**config.mk**
```make
export PLATFORM = sky130hd
export DESIGN_NAME = sws_front
export DESIGN_NICKNAME = d
export VERILOG_FILES = /design/src/rtl/sws_pkg.sv /design/src/rtl/sws_front.sv
export SDC_FILE = /design/constraint.sdc
export NUM_CORES = 1
export LEC_CHECK = 0
export BUFFER_PORTS_ARGS = -buffer_cell sky130_fd_sc_hd__buf_2
export CELL_PAD_IN_SITES_DETAIL_PLACEMENT = 2
export CELL_PAD_IN_SITES_GLOBAL_PLACEMENT = 2
export CORE_ASPECT_RATIO = 1.75
export CORE_MARGIN = 5
export CORE_UTILIZATION = 27
export CTS_BUF_LIST = sky130_fd_sc_hd__clkbuf_8 sky130_fd_sc_hd__clkbuf_16
export DETAILED_ROUTE_END_ITERATION = 7
export PLACE_DENSITY = 0.71
export SYNTH_ARGS = -nofsm -noshare
export SYNTH_HDL_FRONTEND = slang
export SYNTH_SLANG_ARGS = --single-unit
```
**constraint.sdc**
```tcl
create_clock -name clk -period 3.83 [get_ports clk]
set_input_delay 0.5745 -clock clk [delete_from_list [all_inputs] [get_ports clk]]
set_output_delay 0.5745 -clock clk [all_outputs]
set_load 0.02 [all_outputs]
```
**src/rtl/sws_pkg.sv**
```systemverilog
// Shared types and constants of the sliding window statistics block.
`timescale 1ns / 1ps
package sws_pkg;

  localparam int SAMPLE_W = 16;
  localparam int CNT_W    = 11;
  localparam int SUM_W    = 27;
  localparam int SQS_W    = 41;
  localparam int DVD_W    = 68;
  localparam int DVS_W    = 22;
  localparam int STEP_W   = 7;
  localparam int REM_W    = 27;
  localparam int ROOT_W   = 24;

  localparam logic [1:0] OP_WRITE  = 2'd0;
  localparam logic [1:0] OP_CLEAR  = 2'd1;
  localparam logic [1:0] OP_CNTRST = 2'd2;

  localparam logic MODE_DIV  = 1'b0;
  localparam logic MODE_SQRT = 1'b1;

  localparam logic signed [SAMPLE_W-1:0] SAMPLE_TOP = 16'sh7FFF;
  localparam logic signed [SAMPLE_W-1:0] SAMPLE_BOT = 16'sh8000;

  typedef struct packed {
    logic [1:0]                  opcode;
    logic signed [SAMPLE_W-1:0]  sample;
  } req_t;

  typedef struct packed {
    logic                start;
    logic                mode;
    logic [DVD_W-1:0]    dividend;
    logic [DVS_W-1:0]    divisor;
    logic [STEP_W-1:0]   steps;
  } arith_req_t;

  typedef struct packed {
    logic [10:0]          peak_count;
    logic [31:0]          total_evictions;
    logic [31:0]          total_writes;
    logic                 window_full;
    logic signed [15:0]   evicted_value;
    logic                 evicted_valid;
    logic signed [15:0]   maximum;
    logic signed [15:0]   minimum;
    logic [23:0]          stddev_q8;
    logic signed [23:0]   mean_q8;
    logic signed [25:0]   window_sum;
    logic [10:0]          sample_count;
  } res_t;

endpackage

```
**src/rtl/sws_front.sv**
```systemverilog
// Front end: accepts requests into a two-entry queue for the back end.
`timescale 1ns / 1ps
module sws_front (
  input  logic           clk,
  input  logic           rst_n,
  input  logic           in_valid,
  output logic           in_ready,
  input  sws_pkg::req_t  in_req,
  output logic           q_valid,
  input  logic           q_pop,
  output sws_pkg::req_t  q_req
);
  import sws_pkg::*;

  req_t       slot_r [2];
  logic       wr_ptr_r, wr_ptr_nxt;
  logic       rd_ptr_r, rd_ptr_nxt;
  logic [1:0] cnt_r, cnt_nxt;
  logic       push, pop;

  assign in_ready = (cnt_r != 2'd2);
  assign q_valid  = (cnt_r != 2'd0);
  assign q_req    = slot_r[rd_ptr_r];
  assign push     = in_valid && in_ready;
  assign pop      = q_pop && q_valid;

  always_comb begin
    wr_ptr_nxt = push ? ~wr_ptr_r : wr_ptr_r;
    rd_ptr_nxt = pop ? ~rd_ptr_r : rd_ptr_r;
    cnt_nxt    = cnt_r + {1'b0, push} - {1'b0, pop};
  end

  always_ff @(posedge clk) begin
    if (!rst_n) begin
      wr_ptr_r <= 1'b0;
      rd_ptr_r <= 1'b0;
      cnt_r    <= 2'd0;
    end else begin
      wr_ptr_r <= wr_ptr_nxt;
      rd_ptr_r <= rd_ptr_nxt;
      cnt_r    <= cnt_nxt;
    end
  end

  always_ff @(posedge clk) begin
    if (push) begin
      slot_r[wr_ptr_r] <= in_req;
    end
  end
endmodule

```
==> summary.txt <==
Run status
  • Run status: completed

Synthesis
  • Sequential share of the synthesized area: 74.4%
  • Ys Warns: 0
  • Dominant synthesized flop cell: edfxtp_1
  • Netlist Area Pre-Place: 1590 um^2
  • Flops & latches, synth: 41
  • Yosys cell types: 18
  • Syn_area_per_cell: 19.8 um^2
  • Syn Nets: 104
  • Mapped Cells: 80
  • Asr flop ratio synth: 0%
  • EDFF count, synth: 36

Setup path
  • Setup crit start kind: flop
  • R2r startpoint: cnt_r[0]$_SDFF_PN0_
  • Reg-to-reg slack, setup: 2.03 ns
  • Worst Path Max Fanout: 18
  • Crit path required time: 3.26 ns
  • Worst Setup Path Type: reg -> out
  • CP Capture Type: primary output
  • Worst path arrival time: 1.83 ns

Floorplanning
  • Number of I/O pins: 42
  • Height of the die: 111 um
  • Row Count: 37
  • Die ar.: 7570 um^2
  • Core Region: 5790 um^2
  • Starting density of the core: 27.4%
  • Die W: 68.0 um

Finish
  • P&R area growth vs syn: 24.0%
  • Share of cells above drive strength 1: 54.3%
  • NumNets Final: 150
  • Antenna diode count: 0

Power and ir drop
  • Pwr Density: 667 nW/um^2
  • Leakage power: 0.000765 uW
  • Overall Power: 1310 uW
  • Worst vdd ir: 0.000227 V

Drt
  • DR vias: 819
  • Antenna-violating nets left: 0
  • DRT Pass-1 Iters: 3
  • DRT iter0 DRCs: 38
  • Vias per inst: 4.00
  • Avg WL per Cell: 14.4 um
  • WL final: 2.95 mm
  • DRC: 0

STA
  • RSZ-0062 raised after global routing: false
  • Final setup fails: 0
  • Fin. Hold Viols: 0
  • Slew Limit Fails: 0
  • Clk_skew: 0.00648 ns
  • Crit path time final: 2.41 ns
  • Relative slew margins: 35.2%
  • Slew @ Worst Pin: 0.970 ns
  • Fin crit share: 62.9%
  • Setup TNS Final: 0 ns
  • Fmax: 415 MHz
  • Hold_ws: 0.474 ns

GRT
  • Met3 Usage GRT: 2.83%
  • Antenna violations before repair: 0
  • Vias in the first global route: 951
  • Met2 global-route usage: 15.5%
  • GR peak layer: met2
  • Remaining Overflow, GRT: 0
  • Tot GR Track Use: 8.48%
  • First-pass GRT wire length: 4.68 mm
  • Largest net degree at the start of global routing: 19
  • GR Layer Usage met1: 7.95%

Clock tree
  • Worst-Skew Late Latency: 0.28 ns
  • Clock edge transition at the registers on the reported setup and hold paths: 0.08 ns
  • Clock Sinks: 41
  • Setup Buffers After CTS: 0
  • Number of H-tree levels: 2
  • CTS Buf Count: 5
  • Hold_buf cts: 0
  • Post-CTS sizing: 0
  • Clock Tree Root: clkbuf_8
  • CTS tree: built
  • Longest Clk Path Bufs: 2

Job
  • Max_cap viols: 0

Placement
  • Gpl congestion: 0.707
  • Number of port buffers: 41

Hold path
  • Hold Crit Start: in_req[7]
  • Worst hold-check path type: in -> reg
==> synthesized netlist by cell type (2+ instances only) <==
cell      number  area [um^2]
nand2b_1       2         12.5
ha_1           2         25.0
dfxtp_1        5          100
xnor2_1        3         26.3
nor2b_1        2         12.5
mux2_2         8         90.1
and2_1         2         12.5
mux2_4        10          150
edfxtp_1      36         1080
nand2_1        2         7.51
==> power by group <==
part           internal (uW)  leakage, uW  total [uW]  switching (uW)
clock network            191    0.0000593         329             138
registers                565     0.000378         619            53.2
logic                    175     0.000328         366             191
==> through the flow <==
stage	utilization (%)	setup slack (ns)	instance area, um^2	std cells
2_1_floorplan	-	1.90	1590	80
3_3_place_gp	32.2	1.71	1860	197
3_5_place_dp	32.2	1.65	1860	197
4_1_cts	34.0	1.36	1970	205
5_1_grt	34.0	1.28	1970	205
6_report	34.0	1.42	1970	205
==> final timing paths <==
path                                                 to  cells past startpoint
worst min-delay path             slot_r[0][7]$_DFFE_PP_                      1
worst min register to register    wr_ptr_r$_SDFFE_PN0N_                      2
worst max register to register  slot_r[0][14]$_DFFE_PP_                      3
worst max-delay path                           q_req[4]                      2
==> sequential cells by signal (all words and copies together) (netlist names), named ones only <==
name and cells:
wr_ptr_r 1, cnt_r 2, slot_r 36, rd_ptr_r 1
==> logic make-up (layout without fill, tap and decap cells) <==
family	Yosys count	after routing	synth area share, %
compound gates	1	1	0.552
xor+xnor	3	3	1.66
fa+ha+maj	2	2	1.58
buf+inv	3	50	2.21
flops	41	41	74.4
mux	19	19	15.8
simple gates	11	11	3.86
==> cells in the final DEF (no fill, tap or decap), types with 2 or more instances in the layout <==
cell,n
buf_2,41
edfxtp_1,36
mux2_4,10
mux2_2,8
dfxtp_1,5
clkbuf_8,5
xnor2_1,3
nand2b_1,2
nand2_1,2
inv_1,2
nor2b_1,2
and2_1,2
ha_1,2
==> routing by layer <==
layer	wire [um]	part of all wire, %
met1	1010	34
met2	1680	57
met3	217	7.4
met4	38	1.3
met5	0	0
==> critical path: stages, from the launching register on <==
cell	delay (ns)
dfxtp_1	0.96
mux2_2	0.43
buf_2	0.16
==> final cells by class <==
type	count	area, um^2
sequential	41	1180
multi-input combinational	36	374
tap	78	97.6
timing repair buffer	41	205
fill	612	3820
inverter	1	3.75
clock buffer	5	68.8
clock inverter	3	38.8
Power figures use the tool's default switching activity.
